==> config.mk <==
export PLATFORM = sky130hd
export DESIGN_NAME = assembler_source_lexer
export DESIGN_NICKNAME = d
export VERILOG_FILES = /design/src/sv/asl_pkg.sv /design/src/sv/asl_front.sv /design/src/sv/asl_back.sv /design/src/sv/assembler_source_lexer.sv
export SDC_FILE = /design/constraint.sdc
export NUM_CORES = 1
export LEC_CHECK = 0
export ABC_AREA = 1
export BUFFER_PORTS_ARGS = -buffer_cell sky130_fd_sc_hd__clkbuf_2
export CAP_MARGIN = 20
export CORE_MARGIN = 2
export CORE_UTILIZATION = 25
export DETAILED_ROUTE_END_ITERATION = 10
export PLACE_DENSITY_LB_ADDON = 0.12
export RECOVER_POWER = 100
export SYNTH_ARGS = -nofsm -noshare
export SYNTH_HDL_FRONTEND = slang
export SYNTH_SLANG_ARGS = --single-unit
==> constraint.sdc <==
create_clock -name clk -period 5.3 [get_ports clk]
set_input_delay 1.06 -clock clk [delete_from_list [all_inputs] [get_ports clk]]
set_output_delay 1.06 -clock clk [all_outputs]
set_load 0.01 [all_outputs]
==> src/sv/asl_pkg.sv <==
// asl_pkg: types, codes and helper functions of the assembler source lexer.
// No dependencies; used by every module of the block.
`timescale 1ns / 1ps
package asl_pkg;

  localparam int NUM_KEYWORDS = 46;
  localparam logic [5:0] NO_KEYWORD = 6'd46;

  typedef enum logic [3:0] {
    K_IDENT = 4'd0, K_KEYWORD = 4'd1, K_NUMBER = 4'd2, K_LOCCNT = 4'd3,
    K_STRING = 4'd4, K_BADSTR = 4'd5, K_COMMENT = 4'd6, K_EOL = 4'd7,
    K_EOF = 4'd8, K_COLON = 4'd9, K_COMMA = 4'd10, K_PUNCT = 4'd11,
    K_UNKNOWN = 4'd12
  } kind_t;

  typedef enum logic [3:0] {
    M_IDLE, M_IDENT, M_BIN, M_OCT, M_HEXP, M_DEC, M_DQ, M_SQ, M_COMMENT
  } mode_t;

  localparam logic [3:0] F_BIN = 4'd1;
  localparam logic [3:0] F_OCT = 4'd2;
  localparam logic [3:0] F_DEC = 4'd4;
  localparam logic [3:0] F_HEX = 4'd8;

  typedef struct packed {
    logic [7:0] in_char;
    logic       end_of_input;
  } in_item_t;

  typedef struct packed {
    logic       record_type;
    logic [7:0] value_char;
    logic [3:0] token_kind;
    logic [5:0] keyword_index;
    logic       last;
  } out_item_t;

  // One queue entry: up to three records caused by one input item.
  // Identifier ends are carried with a pending keyword lookup.
  typedef struct packed {
    logic [1:0] count;
    logic [2:0] is_val;     // per slot: value record
    logic [2:0] is_kw;      // per slot: ident end needing lookup
    logic [7:0] val0, val1, val2;
    logic [3:0] kind0, kind1, kind2;
  } batch_t;

  function automatic logic is_letter(input logic [7:0] c);
    return (c >= "A" && c <= "Z") || (c >= "a" && c <= "z") || c == "_";
  endfunction

  function automatic logic is_digit(input logic [7:0] c);
    return c >= "0" && c <= "9";
  endfunction

  function automatic logic is_hex(input logic [7:0] c);
    return is_digit(c) || (c >= "A" && c <= "F") || (c >= "a" && c <= "f");
  endfunction

  function automatic logic [7:0] upper(input logic [7:0] c);
    return (c >= "a" && c <= "z") ? c - 8'd32 : c;
  endfunction

  function automatic logic [3:0] class_bits(input logic [7:0] c);
    logic [3:0] f;
    f = 4'd0;
    if (c == "0" || c == "1") f = f | F_BIN;
    if (c >= "0" && c <= "7") f = f | F_OCT;
    if (is_digit(c)) f = f | F_DEC;
    if (is_hex(c)) f = f | F_HEX;
    return f;
  endfunction

  function automatic logic is_punct(input logic [7:0] c);
    return c == "+" || c == "-" || c == "*" || c == "/" || c == "(" ||
           c == ")" || c == "&" || c == "?" || c == "=" || c == "<" ||
           c == ">" || c == "!" || c == "." || c == 8'h5C;
  endfunction

  // Keyword text, right aligned (first char highest), zero bytes above, max 6 chars.
  function automatic logic [47:0] kw_text(input int k);
    unique case (k)
      0: return "ORG";     1: return "END";     2: return "EOT";
      3: return "SET";     4: return "EQU";     5: return "MACRO";
      6: return "ENDM";    7: return "DB";      8: return "DW";
      9: return "DS";      10: return "STACK";  11: return "MEMORY";
      12: return "IF";     13: return "ELSE";   14: return "ENDIF";
      15: return "REPT";   16: return "IRP";    17: return "IRPC";
      18: return "EXITM";  19: return "MOD";    20: return "SHR";
      21: return "SHL";    22: return "NOT";    23: return "AND";
      24: return "OR";     25: return "XOR";    26: return "EQ";
      27: return "NE";     28: return "LT";     29: return "LE";
      30: return "GT";     31: return "GE";     32: return "NUL";
      33: return "HIGH";   34: return "LOW";    35: return "ASEG";
      36: return "CSEG";   37: return "DSEG";   38: return "PUBLIC";
      39: return "EXTRN";  40: return "NAME";   41: return "STKLN";
      42: return "LOCAL";  43: return "PAGE";   44: return "INPAGE";
      default: return "CPU";
    endcase
  endfunction

  function automatic logic [2:0] kw_len(input int k);
    logic [47:0] t;
    logic [2:0]  n;
    t = kw_text(k);
    n = 3'd0;
    for (int i = 0; i < 6; i++) if (t[8*i +: 8] != 8'd0) n = n + 3'd1;
    return n;
  endfunction

endpackage

==> src/sv/asl_front.sv <==
// asl_front: scanner state machine; classifies one byte per cycle while step is high into a batch.
// Depends on asl_pkg.
`timescale 1ns / 1ps
module asl_front #(
  parameter int MAX_KEYWORD_LEN = 8
) (
  input  logic              clk,
  input  logic              rst_n,
  input  logic              step,
  input  asl_pkg::in_item_t in_item,
  output asl_pkg::batch_t   batch,
  output logic [MAX_KEYWORD_LEN*8-1:0] ident_buf,
  output logic [$clog2(MAX_KEYWORD_LEN+1)-1:0] ident_len,
  output logic              ident_long
);
  import asl_pkg::*;
  localparam int LW = $clog2(MAX_KEYWORD_LEN + 1);
  localparam int IW = $clog2(MAX_KEYWORD_LEN);

  mode_t      mode_r, mode_nxt;
  logic       swallow_r, swallow_nxt;
  logic [7:0] buf_r [MAX_KEYWORD_LEN];
  logic [LW-1:0] len_r, len_nxt;
  logic       long_r, long_nxt;
  logic [3:0] flags_r, flags_nxt;
  logic [7:0] lastc_r, lastc_nxt;
  logic       esc_r, esc_nxt;
  logic       dhd_r, dhd_nxt;
  logic       fin_r, fin_nxt;
  logic       buf_we;
  logic [IW-1:0] buf_wa;
  batch_t     b;
  logic [MAX_KEYWORD_LEN*8-1:0] buf_flat;

  always_comb begin
    for (int i = 0; i < MAX_KEYWORD_LEN; i++) buf_flat[8*i +: 8] = buf_r[i];
  end

  always_comb begin
    logic [7:0] c, u;
    logic eol, restart, taken;
    logic [3:0] all, need;
    mode_t m;
    c = in_item.in_char;
    u = upper(c);
    eol = (c == 8'h0D) || (c == 8'h0A);
    mode_nxt = mode_r; swallow_nxt = swallow_r; len_nxt = len_r; long_nxt = long_r;
    flags_nxt = flags_r; lastc_nxt = lastc_r; esc_nxt = esc_r; dhd_nxt = dhd_r;
    fin_nxt = fin_r; buf_we = 1'b0; buf_wa = len_r[IW-1:0];
    b = '0; restart = 1'b0; taken = 1'b0; all = '0; need = '0;
    m = mode_r;

    // Emit helpers written inline: slot index is b.count.
    if (fin_r) begin
      b.kind0 = K_EOF; b.count = 2'd1;
    end else if (in_item.end_of_input) begin
      swallow_nxt = 1'b0; fin_nxt = 1'b1; esc_nxt = 1'b0; mode_nxt = M_IDLE;
      unique case (m)
        M_IDENT: begin b.is_kw[0] = 1'b1; b.kind0 = K_IDENT; b.count = 2'd1; end
        M_BIN, M_OCT: begin b.kind0 = K_NUMBER; b.count = 2'd1; end
        M_HEXP: begin b.kind0 = dhd_r ? K_NUMBER : K_LOCCNT; b.count = 2'd1; end
        M_DEC: begin
          all = flags_r & class_bits(lastc_r);
          if (upper(lastc_r) == "B") begin all = flags_r; need = F_BIN; end
          else need = F_DEC;
          b.kind0 = ((all & need) != 0) ? K_NUMBER : K_UNKNOWN; b.count = 2'd1;
        end
        M_DQ, M_SQ: begin b.kind0 = K_BADSTR; b.count = 2'd1; end
        M_COMMENT: begin b.kind0 = K_COMMENT; b.count = 2'd1; end
        default: ;
      endcase
      if (b.count == 2'd1) b.kind1 = K_EOF; else b.kind0 = K_EOF;
      b.count = b.count + 2'd1;
    end else if (swallow_r && c == 8'h0A) begin
      swallow_nxt = 1'b0;
    end else begin
      swallow_nxt = (c == 8'h0D);
      unique case (m)
        M_IDENT: begin
          if (is_letter(c) || is_digit(c)) begin
            if (len_r < LW'(MAX_KEYWORD_LEN)) begin
              buf_we = 1'b1; len_nxt = len_r + 1'b1;
            end else long_nxt = 1'b1;
            b.is_val[0] = 1'b1; b.val0 = c; b.count = 2'd1;
          end else begin
            b.is_kw[0] = 1'b1; b.kind0 = K_IDENT; b.count = 2'd1; restart = 1'b1;
          end
        end
        M_BIN, M_OCT: begin
          if (c == "0" || c == "1" || (m == M_OCT && c >= "2" && c <= "7")) begin
            b.is_val[0] = 1'b1; b.val0 = c; b.count = 2'd1;
          end else begin
            b.kind0 = K_NUMBER; b.count = 2'd1; restart = 1'b1;
          end
        end
        M_HEXP: begin
          if (is_hex(c)) begin
            dhd_nxt = 1'b1; b.is_val[0] = 1'b1; b.val0 = c; b.count = 2'd1;
          end else begin
            b.kind0 = dhd_r ? K_NUMBER : K_LOCCNT; b.count = 2'd1; restart = 1'b1;
          end
        end
        M_DEC: begin
          if (is_hex(c)) begin
            flags_nxt = flags_r & class_bits(lastc_r); lastc_nxt = c;
            b.is_val[0] = 1'b1; b.val0 = c; b.count = 2'd1;
          end else begin
            all = flags_r & class_bits(lastc_r);
            if (upper(lastc_r) == "B") begin all = flags_r; need = F_BIN; end
            else if (u == "O" || u == "Q") begin need = F_OCT; taken = 1'b1; end
            else if (u == "H") begin need = F_HEX; taken = 1'b1; end
            else need = F_DEC;
            mode_nxt = M_IDLE;
            if (taken) begin
              b.is_val[0] = 1'b1; b.val0 = c;
              b.kind1 = ((all & need) != 0) ? K_NUMBER : K_UNKNOWN; b.count = 2'd2;
            end else begin
              b.kind0 = ((all & need) != 0) ? K_NUMBER : K_UNKNOWN; b.count = 2'd1;
              restart = 1'b1;
            end
          end
        end
        M_DQ, M_SQ: begin
          if (esc_r) begin
            esc_nxt = 1'b0;
            if (!eol && c >= 8'h20 && c <= 8'h7E) begin
              b.is_val[0] = 1'b1; b.val0 = c; b.count = 2'd1;
            end
          end else if (eol) begin
            b.kind0 = K_BADSTR; b.count = 2'd1; restart = 1'b1;
          end else if (c == ((m == M_DQ) ? 8'h22 : 8'h27)) begin
            b.is_val[0] = 1'b1; b.val0 = c; b.kind1 = K_STRING; b.count = 2'd2;
            mode_nxt = M_IDLE;
          end else begin
            if (c == 8'h5C) esc_nxt = 1'b1;
            b.is_val[0] = 1'b1; b.val0 = c; b.count = 2'd1;
          end
        end
        M_COMMENT: begin
          if (eol) begin b.kind0 = K_COMMENT; b.count = 2'd1; restart = 1'b1; end
          else begin b.is_val[0] = 1'b1; b.val0 = c; b.count = 2'd1; end
        end
        default: restart = 1'b1;
      endcase
      if (restart) begin
        // Start a new token; its records follow at slot b.count.
        logic [7:0] v;
        logic       hv, he;
        kind_t      k;
        v = c; hv = 1'b0; he = 1'b0; k = K_UNKNOWN;
        mode_nxt = M_IDLE;
        if (eol) begin he = 1'b1; k = K_EOL; end
        else if (c == " " || c == 8'h09) ;
        else if (is_letter(c)) begin
          mode_nxt = M_IDENT; long_nxt = 1'b0; len_nxt = LW'(1);
          buf_we = 1'b1; buf_wa = '0; hv = 1'b1;
        end else if (is_digit(c)) begin
          mode_nxt = M_DEC; flags_nxt = 4'hF; lastc_nxt = c; hv = 1'b1;
        end else if (c == "%") begin mode_nxt = M_BIN; hv = 1'b1; end
        else if (c == "@") begin mode_nxt = M_OCT; hv = 1'b1; end
        else if (c == "$") begin mode_nxt = M_HEXP; dhd_nxt = 1'b0; hv = 1'b1; end
        else if (c == 8'h22 || c == 8'h27) begin
          mode_nxt = (c == 8'h22) ? M_DQ : M_SQ; esc_nxt = 1'b0; hv = 1'b1;
        end else if (c == ";") mode_nxt = M_COMMENT;
        else begin
          hv = 1'b1; he = 1'b1;
          k = (c == ":") ? K_COLON : (c == ",") ? K_COMMA :
              is_punct(c) ? K_PUNCT : K_UNKNOWN;
        end
        if (hv) begin
          if (b.count == 2'd0) begin b.is_val[0] = 1'b1; b.val0 = v; end
          else begin b.is_val[1] = 1'b1; b.val1 = v; end
          b.count = b.count + 2'd1;
        end
        if (he) begin
          unique case (b.count)
            2'd0: b.kind0 = k;
            2'd1: b.kind1 = k;
            default: b.kind2 = k;
          endcase
          b.count = b.count + 2'd1;
        end
      end
    end
  end

  always_ff @(posedge clk) begin
    if (!rst_n) begin
      mode_r <= M_IDLE; swallow_r <= 1'b0; len_r <= '0; long_r <= 1'b0;
      flags_r <= 4'hF; lastc_r <= 8'd0; esc_r <= 1'b0; dhd_r <= 1'b0; fin_r <= 1'b0;
    end else if (step) begin
      mode_r <= mode_nxt; swallow_r <= swallow_nxt; len_r <= len_nxt;
      long_r <= long_nxt; flags_r <= flags_nxt; lastc_r <= lastc_nxt;
      esc_r <= esc_nxt; dhd_r <= dhd_nxt; fin_r <= fin_nxt;
    end
  end

  always_ff @(posedge clk) begin
    if (step && buf_we) buf_r[buf_wa] <= in_item.in_char;
  end

  assign batch      = b;
  assign ident_buf  = buf_flat;
  assign ident_len  = len_r;
  assign ident_long = long_r;
endmodule

==> src/sv/asl_back.sv <==
// asl_back: two-entry batch queue and serializer emitting one record per cycle while out_stall is low.
// Depends on asl_pkg.
`timescale 1ns / 1ps
module asl_back (
  input  logic               clk,
  input  logic               rst_n,
  input  logic               push,
  input  asl_pkg::batch_t    push_batch,
  input  logic [5:0]         push_kw,
  output logic               full,
  output logic               out_valid,
  input  logic               out_stall,
  output asl_pkg::out_item_t out_item
);
  import asl_pkg::*;

  batch_t     q_r [2];
  logic [5:0] kw_r [2];
  logic       wp_r, rp_r;
  logic [1:0] cnt_r;
  logic [1:0] slot_r;
  batch_t     h;
  logic       pop, done;
  logic [7:0] v;
  logic [3:0] k;
  logic       isv, iskw;

  assign h = q_r[rp_r];
  assign full = (cnt_r == 2'd2);
  assign out_valid = (cnt_r != 2'd0);

  always_comb begin
    unique case (slot_r)
      2'd0: begin v = h.val0; k = h.kind0; isv = h.is_val[0]; iskw = h.is_kw[0]; end
      2'd1: begin v = h.val1; k = h.kind1; isv = h.is_val[1]; iskw = h.is_kw[1]; end
      default: begin v = h.val2; k = h.kind2; isv = h.is_val[2]; iskw = h.is_kw[2]; end
    endcase
    done = (slot_r + 2'd1 == h.count);
    out_item.record_type = !isv;
    out_item.value_char = isv ? v : 8'd0;
    out_item.token_kind = isv ? 4'd0 : (iskw && kw_r[rp_r] != NO_KEYWORD) ? K_KEYWORD : k;
    out_item.keyword_index = (iskw && !isv) ? kw_r[rp_r] : NO_KEYWORD;
    out_item.last = done;
  end

  assign pop = out_valid && !out_stall && done;

  always_ff @(posedge clk) begin
    if (push) begin q_r[wp_r] <= push_batch; kw_r[wp_r] <= push_kw; end
  end

  always_ff @(posedge clk) begin
    if (!rst_n) begin
      wp_r <= 1'b0; rp_r <= 1'b0; cnt_r <= 2'd0; slot_r <= 2'd0;
    end else begin
      if (push) wp_r <= !wp_r;
      if (out_valid && !out_stall) begin
        if (done) begin slot_r <= 2'd0; rp_r <= !rp_r; end
        else slot_r <= slot_r + 2'd1;
      end
      cnt_r <= cnt_r + {1'b0, push} - {1'b0, pop};
    end
  end
endmodule

==> src/sv/assembler_source_lexer.sv <==
// assembler_source_lexer: top level; front scanner, keyword match, back queue.
// Depends on asl_pkg, asl_front, asl_back.
`timescale 1ns / 1ps
// Usage:
//   in_ channel: one source byte per item (in_char), or end_of_input set.
//   out_ channel: result records, one per cycle while out_stall is low;
//   "last" marks the final record caused by an item. Items causing no record
//   (blanks, a swallowed LF after CR, escaped control bytes) give nothing.
// An accepted item's batch is registered in the queue before its records are sent.
// The front scans one item per cycle unless in_stall is high; the back sends one
//   record per cycle unless out_stall is high. An item gives 0..3 records, and the
//   serializer sends each of them; an item that gives none is not queued.
// A two-entry batch queue parts front and back; in_stall rises only when
//   both entries hold batches, so the front keeps taking items while a
//   result waits on a stalled receiver.
// Reset (rst_n low, synchronous): scanner idle between tokens, queue empty.
// While out_stall is high the current record holds steady.
// Keyword lookup is done in the front cycle against the constant table.
module assembler_source_lexer #(
  parameter int MAX_KEYWORD_LEN = 8
) (
  input  logic               clk,
  input  logic               rst_n,
  input  logic               in_valid,
  output logic               in_stall,
  input  asl_pkg::in_item_t  in_data,
  output logic               out_valid,
  input  logic               out_stall,
  output asl_pkg::out_item_t out_data
);
  import asl_pkg::*;
  localparam int LW = $clog2(MAX_KEYWORD_LEN + 1);

  logic   step, full;
  batch_t batch;
  logic [MAX_KEYWORD_LEN*8-1:0] ibuf;
  logic [LW-1:0] ilen;
  logic   ilong;
  logic [5:0] kw;

  assign in_stall = full;
  assign step = in_valid && !full;

  asl_front #(.MAX_KEYWORD_LEN(MAX_KEYWORD_LEN)) u_front (
    .clk, .rst_n, .step, .in_item(in_data), .batch,
    .ident_buf(ibuf), .ident_len(ilen), .ident_long(ilong)
  );

  // Keyword match on the stored identifier (independent compares).
  always_comb begin
    logic        same;
    logic [47:0] t;
    int          n;
    kw = NO_KEYWORD;
    for (int k = NUM_KEYWORDS - 1; k >= 0; k--) begin
      t = kw_text(k);
      n = int'(kw_len(k));
      same = !ilong && (ilen == LW'(n));
      for (int i = 0; i < 6; i++)
        if (i < n && i < MAX_KEYWORD_LEN)
          if (ibuf[8*i +: 8] != t[8*(n-1-i) +: 8]) same = 1'b0;
      if (same) kw = 6'(k);
    end
  end

  asl_back u_back (
    .clk, .rst_n, .push(step && batch.count != 2'd0), .push_batch(batch),
    .push_kw(kw), .full, .out_valid, .out_stall, .out_item(out_data)
  );

  a_no_push_full: assert property (@(posedge clk) disable iff (!rst_n)
    full |-> !step) else $error("push into full queue");
  a_eof_single: assert property (@(posedge clk) disable iff (!rst_n)
    (out_valid && out_data.record_type && out_data.token_kind == K_EOF)
      |-> out_data.last) else $error("eof not last");
  a_val_kw: assert property (@(posedge clk) disable iff (!rst_n)
    (out_valid && !out_data.record_type) |-> out_data.keyword_index == NO_KEYWORD)
    else $error("value record with keyword");
endmodule
==> run metrics, run 1 <==
Max-Cap Viols 0; most frequent cells in the layout nand2_1 (210), nor2_1 (194), inv_1 (185), edfxtp_1 (126), o21ai_0 (67); fin crit period around 4600 ps; Max Freq around 220 MHz; outcome finished clean; Area Growth Syn to Fin 13.7%; met1 Usage GRT 0.241; CP arrival 4970 ps; die height 199 microns; post-CTS sizing 0; Leak 4.19 nW; reg2reg path depth 24; Initial Util 0.253; CTS Buf Count 17; hold crit path type reg2reg; DR vias/cell about 4.7; global-route wire length before repair approximately 48 mm; # setup viols final 0; period utilization 0.870; core footprint about 38,000 sq um; Setup CP Type in2reg; Mapped Cells ~1,200; CP Max Fanout 13; Setup Skew between 10 and 15 ps; nets between 1,000 and 1,500; M2 GR Usage 0.244; DP HPWL 24.2 mm; synthesized area roughly 9500 sq um; layout cells sized above 1 0.0808; post-synthesis sequential area ratio 0.466; TritonRoute pass-1 iters 7; initial DRC count 730; pre-CTS setup slack about 370 ps; final setup margin just under 700 ps; area of the multi-input gates just over 4000 sq um; crit end category register; worst r2r src u_front.mode_r[1]$_SDFFE_PN0P_; clock buffer depth 2; Via Count ~8,300; initial antenna violation count 0; Hold Path Depth 1; Yosys cell types 63; fill count about 4,100; Final Hold Fails 0; relative slew slack 0.0976; post-CTS setup buffers 0; CTS tree built; Main synth FF type edfxtp_1; DRC Markers 0; ys async rst share 0; worst r2r dst u_back.cnt_r[1]$_SDFF_PN0_; Clock H-tree levels 4; GRT met3 Usage 0.0237; clock latency on the worst-skew pair 430 ps; global route overflow 0; pin count of the biggest net entering global routing 31; CTS clk-pin slew, worst paths approximately 70 ps; startpoint of the worst hold path u_back.cnt_r[1]$_SDFF_PN0_; # diodes 0; Rows 71; Worst Hold Endpoint u_back.cnt_r[1]$_SDFF_PN0_; CP max stage cell ha_1; I/O Pins 35; Root Buffer clkbuf_16; number of global-route vias before repair between 8,000 and 9,000; Synthesis Warnings 0; Die W between 150 and 200 microns; Critical Path Start Type input pin; fin. max-slew vios 0; WL final just over 30 mm; hold_buf cts 0; RSZ-0062 raised after global routing no; IO Port Bufs 34; syn nets around 1,200; most frequent CP cell nand2_1; slowest stage delay, CP approximately 300 ps; full die area roughly 40,000 sq um; Worst EP required between 5000 and 6000 ps; DR WL/cell 17.5 microns; Tightest Pin Transition roughly 1400 ps; clk sinks between 150 and 200; Worst R2R Setup Slack about 1200 ps; commonest non-fill, non-tap cell in the layout nand2_1; setup tns final 0 ps; FF/Latch Area between 4000 and 5000 sq um; EDFF count, synth between 100 and 150; Overall Global Routing Usage 0.163; busiest grt layer met2; PwrDens 390 nW/um^2; average size of a mapped cell about 7.9 sq um; DRT antenna net count 0; VDD IR max approximately 0.23 mV; GPL Wtd Cong between 0.8 and 0.9; register bit count reported by yosys ~160
## where the power goes
| part | leakage [nW] | switching, mW | internal [mW] |
|---|---|---|---|
| sequential | 1.41 | 0.0681 | 1.59 |
| combinational | 2.50 | 0.960 | 0.375 |
| clock | 0.282 | 0.554 | 0.666 |
## worst max path at each step
stage          slack, ps  cells after the start                           to        from
2_1_floorplan        510                     26  u_back.kw_r[0][0]$_DFFE_PP_  in_data[2]
3_3_place_gp         390                     31   u_back.cnt_r[1]$_SDFF_PN0_  in_data[6]
3_5_place_dp         370                     31   u_back.cnt_r[1]$_SDFF_PN0_  in_data[6]
4_1_cts              830                     31   u_back.cnt_r[1]$_SDFF_PN0_  in_data[6]
5_1_grt              190                     31   u_back.cnt_r[1]$_SDFF_PN0_  in_data[6]
6_report             690                     31   u_back.cnt_r[1]$_SDFF_PN0_  in_data[6]
## synth_stat cells, types with 4 or more instances
master / n / area, sq um
nand4_1: 32 / 200
dfxtp_1: 32 / 641
nor3_1: 42 / 210
nor2_4: 4 / 45.0
nor3_2: 4 / 40.0
nand3_1: 58 / 290
o21ai_1: 12 / 60.1
o21ai_0: 62 / 310
o22ai_1: 12 / 75.1
inv_1: 183 / 687
and3_1: 5 / 31.3
nand2_2: 6 / 37.5
a21oi_1: 43 / 215
nor4_1: 22 / 138
edfxtp_1: 126 / 3780
nor2_1: 194 / 728
a31oi_1: 8 / 50.1
clkbuf_1: 9 / 33.8
o211ai_1: 6 / 45.0
o31ai_1: 9 / 67.6
a211oi_1: 6 / 45.0
a21oi_2: 5 / 43.8
nor2_2: 8 / 50.1
ha_1: 18 / 225
nand2_1: 206 / 773
mux2i_1: 5 / 50.1
inv_2: 19 / 71.3
nor3b_1: 5 / 37.5
buf_2: 4 / 20.0
nand3_2: 4 / 40.0
## area by class of cell
cell class                 instances  share of cell area
sequential                       158               0.410
multi-input combinational        817               0.383
inverter                         205              0.0717
tap                              511              0.0592
clock buffer                      18              0.0397
timing repair buffer              51              0.0225
clock inverter                    14              0.0136
## cells by family (layout without fill, tap and decap cells)
family          after synthesis  after routing  share of synthesized area
buf+inv                     223            288                     0.0908
flops                       158            158                      0.466
mux                           5              5                    0.00527
simple gates                602            602                      0.289
xor+xnor                      4              4                    0.00369
compound gates              188            188                      0.122
fa+ha+maj                    18             18                     0.0237
## critical path, delay by kind of cell
kind	cells	cell delay [ps]
AND/OR/NAND/NOR	15	1330
adder cells (fa/ha/maj)	4	1050
AO/OA/AOI/OAI	5	710
buffers and inverters	6	650
XOR/XNOR	1	160
## sequential cells by signal, indices dropped and copies added (netlist names), named ones only
name,count
u_back.q_r,66
u_front.buf_r,48
u_back.kw_r,12
u_front.lastc_r,8
u_front.flags_r,4
u_front.ident_len,4
u_front.mode_r,4
u_back.cnt_r,2
u_back.slot_r,2
u_back.rp_r,1
u_back.wp_r,1
u_front.dhd_r,1
u_front.esc_r,1
u_front.fin_r,1
u_front.ident_long,1
u_front.swallow_r,1
## per-stage QoR
step                      hold slack (ps)  total power [mW]  std cells   util  instance area, sq um
after global routing                  475              4.51       1774  0.287                 10800
after floorplan                       422              2.60       1198      -                  9500
after global placement                442              3.12       1742  0.276                 10400
after detailed placement              444              3.10       1742  0.276                 10400
after CTS                             456              4.34       1774  0.291                 10900
final                                 458              4.21       1774  0.287                 10800
## routing by layer
layer	wire, microns	share of wire
met1	16000	0.51
met2	13400	0.43
met3	1350	0.043
met4	329	0.011
met5	0	0
Power figures use the tool's default switching activity.
==> run 2: changes to the inputs <==
--- a/config.mk
+++ b/config.mk
@@ -10,6 +10,7 @@
 export CAP_MARGIN = 20
 export CORE_MARGIN = 2
 export CORE_UTILIZATION = 25
+export CTS_BUF_LIST = sky130_fd_sc_hd__clkbuf_16
 export DETAILED_ROUTE_END_ITERATION = 10
 export PLACE_DENSITY_LB_ADDON = 0.12
 export RECOVER_POWER = 100
==> run 2 against run 1 <==
Combinational power hardly changed. Non-clock buffer count stayed put. Via count is the same. Die area unchanged. Final cell count stayed put. Critical endpoint unchanged. Largest power group unchanged. Highest routed layer unchanged.
==> run metrics, run 2 (synthesis gave the netlist of run 1 again) <==
outcome finished clean; number of global-route vias before repair 8,039 (unchanged); CP Max Fanout 13 (unchanged); Fin Hold WS 458 ps (unchanged); DRT antenna net count 0 (unchanged); core footprint 37,600 sq um (unchanged); Overall Global Routing Usage 0.163 (unchanged); pin count of the biggest net entering global routing 31 (unchanged); most frequent cells in the layout nand2_1 (210), nor2_1 (194), inv_1 (186), edfxtp_1 (126), o21ai_0 (67); Initial Util 0.253 (unchanged); global route overflow 0 (unchanged); PwrDens 390 nW/um^2 (about the same); Max-Cap Viols 0 (unchanged); Area Growth Syn to Fin 13.7% (unchanged); Final Hold Fails 0 (unchanged); relative slew slack 0.0974 (-0.000268); Post-Layout Inst Area 10,800 sq um (unchanged); RSZ-0062 raised after global routing no; clock buffer depth 2 (unchanged); period utilization 0.870 (unchanged); initial antenna violation count 0 (unchanged); global-route wire length before repair 48.1 mm (unchanged); CTS tree built; CP arrival 4970 ps (about the same); DR WL/cell 17.5 microns (about the same); Setup Skew 12.6 ps (unchanged); Rows 71 (unchanged); Max Freq 217 MHz (unchanged); pre-CTS setup slack 371 ps (unchanged); post-CTS setup buffers 0 (unchanged); Setup CP Type in2reg; GPL Wtd Cong 0.899 (unchanged); die height 199 microns (unchanged); I/O Pins 35 (unchanged); setup tns final 0 ps (unchanged); Via Count 8,279 (unchanged); Critical Path Start Type input pin; initial DRC count 730 (unchanged); hold crit path type reg2reg; DP HPWL 24.2 mm (unchanged); IO Port Bufs 34 (unchanged); layout cells sized above 1 0.0808 (unchanged); Largest Register u_back.q_r; TritonRoute pass-1 iters 7 (unchanged); DR vias/cell 4.67 (unchanged); clk sinks 158 (unchanged); DRC Markers 0 (unchanged); full die area 39,600 sq um (unchanged); Post-DP Area 10,400 sq um (unchanged); Tightest Pin Transition 1350 ps (+0.401 ps); Leak 4.19 nW (about the same); final setup margin 689 ps (unchanged); CP max stage cell ha_1; nets 1,281 (unchanged); commonest non-fill, non-tap cell in the layout nand2_1; crit end category register; most frequent CP cell nand2_1; slowest stage delay, CP 300 ps (about the same); CTS Buf Count 17 (unchanged); WL final 31.1 mm (about the same); # diodes 0 (unchanged); # setup viols final 0 (unchanged); fin. max-slew vios 0 (unchanged); post-CTS sizing 0 (unchanged); fin crit period 4610 ps (unchanged); Clock H-tree levels 4 (unchanged); Worst EP required 5660 ps (about the same); Die W 199 microns (unchanged); hold_buf cts 0 (unchanged); Root Buffer clkbuf_16; clock latency on the worst-skew pair 430 ps (about the same); Top Registers u_back.q_r (66), u_front.buf_r (48), u_back.kw_r (12); VDD IR max 0.227 mV (unchanged); max FFs per register 66 (unchanged); CTS clk-pin slew, worst paths 70 ps (about the same)
-- run 2: cell types whose count changed in the layout (fill, tap and decap cells not counted) --
cell      delta
inv_1        +1
clkbuf_1     -1
-- run 2: power by group --
| part | total, mW | internal (mW) | switching (mW) |
|---|---|---|---|
| sequential | 1.65 | 1.59 | 0.0681 |
| combinational | 1.33 | 0.375 | 0.960 |
| clock | 1.22 | 0.664 | 0.554 |
-- run 2: area by class of cell --
type | instances | area [sq um]
clock buffer | 17 | 425
tap | 511 | 639
timing repair buffer | 51 | 243
sequential | 158 | 4420
fill | 4088 | 26800
clock inverter | 15 | 150
inverter | 205 | 774
multi-input combinational | 817 | 4140
-- run 2: worst paths after layout --
path	startpoint	end	slack (ps)	cells after the start
worst min-delay path	u_back.cnt_r[1]$_SDFF_PN0_	u_back.cnt_r[1]$_SDFF_PN0_	460	1
worst max-delay path	in_data[6]	u_back.cnt_r[1]$_SDFF_PN0_	690	31
worst max register to register	u_front.mode_r[1]$_SDFFE_PN0P_	u_back.cnt_r[1]$_SDFF_PN0_	1160	24
worst min register to register	u_back.cnt_r[1]$_SDFF_PN0_	u_back.cnt_r[1]$_SDFF_PN0_	460	1
-- run 2: layer usage --
| layer | up-vias | GRT usage | wire (microns) |
|---|---|---|---|
| met5 | - | 0 | 0 |
| met4 | 0 | 0.0448 | 329 |
| li1 | 4157 | - | - |
| met1 | 3893 | 0.241 | 16000 |
| met3 | 17 | 0.0237 | 1350 |
| met2 | 212 | 0.244 | 13400 |
-- run 2: through the flow --
step,std cells,util,total power [mW]
6_report,1774,0.287,4.21
5_1_grt,1774,0.287,4.51
4_1_cts,1774,0.291,4.34
3_5_place_dp,1742,0.276,3.10
3_3_place_gp,1742,0.276,3.12
2_1_floorplan,1198,-,2.60
-- run 2: worst max-delay path: cells and delay by family --
family | cells | cell delay [ps]
and+or+nand+nor | 15 | 1330
adders and majority gates | 4 | 1050
AOI/OAI and AO/OA | 5 | 710
buffers and inverters | 6 | 650
xor gates and xnor gates | 1 | 160
==> run 3: changes to the inputs <==
--- a/config.mk
+++ b/config.mk
@@ -6,12 +6,12 @@
 export NUM_CORES = 1
 export LEC_CHECK = 0
 export ABC_AREA = 1
-export BUFFER_PORTS_ARGS = -buffer_cell sky130_fd_sc_hd__clkbuf_2
 export CAP_MARGIN = 20
 export CORE_MARGIN = 2
 export CORE_UTILIZATION = 25
 export CTS_BUF_LIST = sky130_fd_sc_hd__clkbuf_16
 export DETAILED_ROUTE_END_ITERATION = 10
+export DONT_BUFFER_PORTS = 1
 export PLACE_DENSITY_LB_ADDON = 0.12
 export RECOVER_POWER = 100
 export SYNTH_ARGS = -nofsm -noshare
==> run 3 against run 2 <==
Critical path depth fell by 14. Total power is 3.6% lower. Non-clock buffer count down 43. Maximum frequency up 1.0%. Largest cell class unchanged. Highest routed layer unchanged.
==> run metrics, run 3 (synthesis gave the netlist of run 1 again) <==
Max-Cap Viols 0 (unchanged); setup tns final 0 ps (unchanged); IO Port Bufs 0 (-100%); CP arrival 4630 ps (-340 ps); # setup viols final 0 (unchanged); fin crit period 4560 ps (-47.6 ps); post-CTS setup buffers 0 (unchanged); number of global-route vias before repair 7,956 (-1.0%); hold_buf cts 0 (unchanged); PwrDens 383 nW/um^2 (-1.6%); fill count 4,071 (-0.42%); global-route wire length before repair 47.8 mm (-0.63%); nets 1,238 (-3.4%); RSZ-0062 raised after global routing no; Tightest Pin Transition 999 ps (-355 ps); die height 199 microns (unchanged); CP Max Fanout 15 (+2); post-CTS sizing 0 (unchanged); initial DRC count 655 (-10%); core footprint 37,600 sq um (unchanged); Post-Layout Inst Area 10,600 sq um (-2.0%); CTS Buf Count 17 (unchanged); Critical Path Start Type input pin; max FFs per register 66 (unchanged); I/O Pins 35 (unchanged); dpl cells 1,699 (-2.5%); clock buffer depth 2 (unchanged); GPL Wtd Cong 0.922 (+2.6%); CTS tree built; Worst EP required 5360 ps (-300 ps); Clock H-tree levels 4 (unchanged); Post-DP Area 10,100 sq um (-2.2%); Root Buffer clkbuf_16; initial antenna violation count 0 (unchanged); DRC Markers 0 (unchanged); Setup Skew 11.8 ps (-0.729 ps); period utilization 0.861 (-0.00898); DRT antenna net count 0 (unchanged); clock latency on the worst-skew pair 440 ps (about the same); Power Total 4.05 mW (-3.6%); Largest Register u_back.q_r; hold crit path type reg2reg; TritonRoute pass-1 iters 5 (-2); CTS clk-pin slew, worst paths 60 ps (about the same); VDD IR max 0.258 mV (+13%); final core occ 0.282 (-0.00576); most frequent cells in the layout nand2_1 (209), nor2_1 (197), inv_1 (189), edfxtp_1 (126), o21ai_0 (66); # diodes 0 (unchanged); fin. max-slew vios 0 (unchanged); DP HPWL 24.2 mm (+0.11%); Non-Filler Instances 1,731 (-2.4%); full die area 39,600 sq um (unchanged); Setup CP Type in2reg; Fin Hold WS 447 ps (-11.0 ps); Max Freq 219 MHz (+1.0%); Top Registers u_back.q_r (66), u_front.buf_r (48), u_back.kw_r (12); pin count of the biggest net entering global routing 40 (+29%); DR WL/cell 18.0 microns (+2.9%); FF/Latch Area 4420 sq um (unchanged); commonest non-fill, non-tap cell in the layout nand2_1; Overall Global Routing Usage 0.164 (+0.00154); layout cells sized above 1 0.0639 (-0.0168); DR vias/cell 4.76 (+2.0%); Area Growth Syn to Fin 11.4%; clk sinks 158 (unchanged); area of the multi-input gates 4130 sq um (-0.18%); relative slew slack 0.330 (+0.232); Via Count 8,237 (-0.51%); outcome finished clean; pre-CTS setup slack 759 ps (+388 ps); Final Hold Fails 0 (unchanged); final setup margin 736 ps (+47.6 ps); global route overflow 0 (unchanged); Initial Util 0.253 (unchanged); crit end category register; Rows 71 (unchanged); WL final 31.2 mm (+0.40%); Leak 4.08 nW (-2.6%); Die W 199 microns (unchanged)
## run 3: final cells by class
cell class              count  share of cell area
multi-input cells         817               0.391
clock inverters            14             0.00840
repair buffers              8             0.00662
clock buffers              18              0.0426
flip-flops and latches    158               0.418
well taps                 511              0.0604
inverters                 205              0.0732
## run 3: path summary, 6_finish.rpt
kind                                        start                       endpoint  slack, ps  cells past startpoint
setup / recovery                       in_data[4]  u_front.buf_r[4][2]$_DFFE_PP_        740                     17
setup reg to reg  u_front.lastc_r[5]$_SDFFE_PN0P_     u_back.cnt_r[1]$_SDFF_PN0_       1230                     25
hold / removal         u_back.cnt_r[1]$_SDFF_PN0_     u_back.cnt_r[1]$_SDFF_PN0_        450                      1
hold reg to reg        u_back.cnt_r[1]$_SDFF_PN0_     u_back.cnt_r[1]$_SDFF_PN0_        450                      1
## run 3: critical path, cell delays in order
cell and delay (ps):
inv_2 80, nand2_1 110, nor2_1 350, nor2_1 140, o21ai_0 210, o31ai_1 120
nand2_1 100, nand3_1 210, o21ai_0 460, nor2_4 40, nand2_1 330, nand2_1 240
nor3_2 230, nand2_1 140, nand2_1 110, nand2_1 80, nor2_1 600
## run 3: report_power, final
part	switching [mW]	internal [mW]
combinational	0.931	0.339
sequential	0.0626	1.59
clock	0.513	0.623
## run 3: per-layer routing
metal,share of wire,GRT usage
met3,0.045,0.0309
met2,0.43,0.251
met4,0.016,0.0503
met1,0.51,0.234
met5,0,0
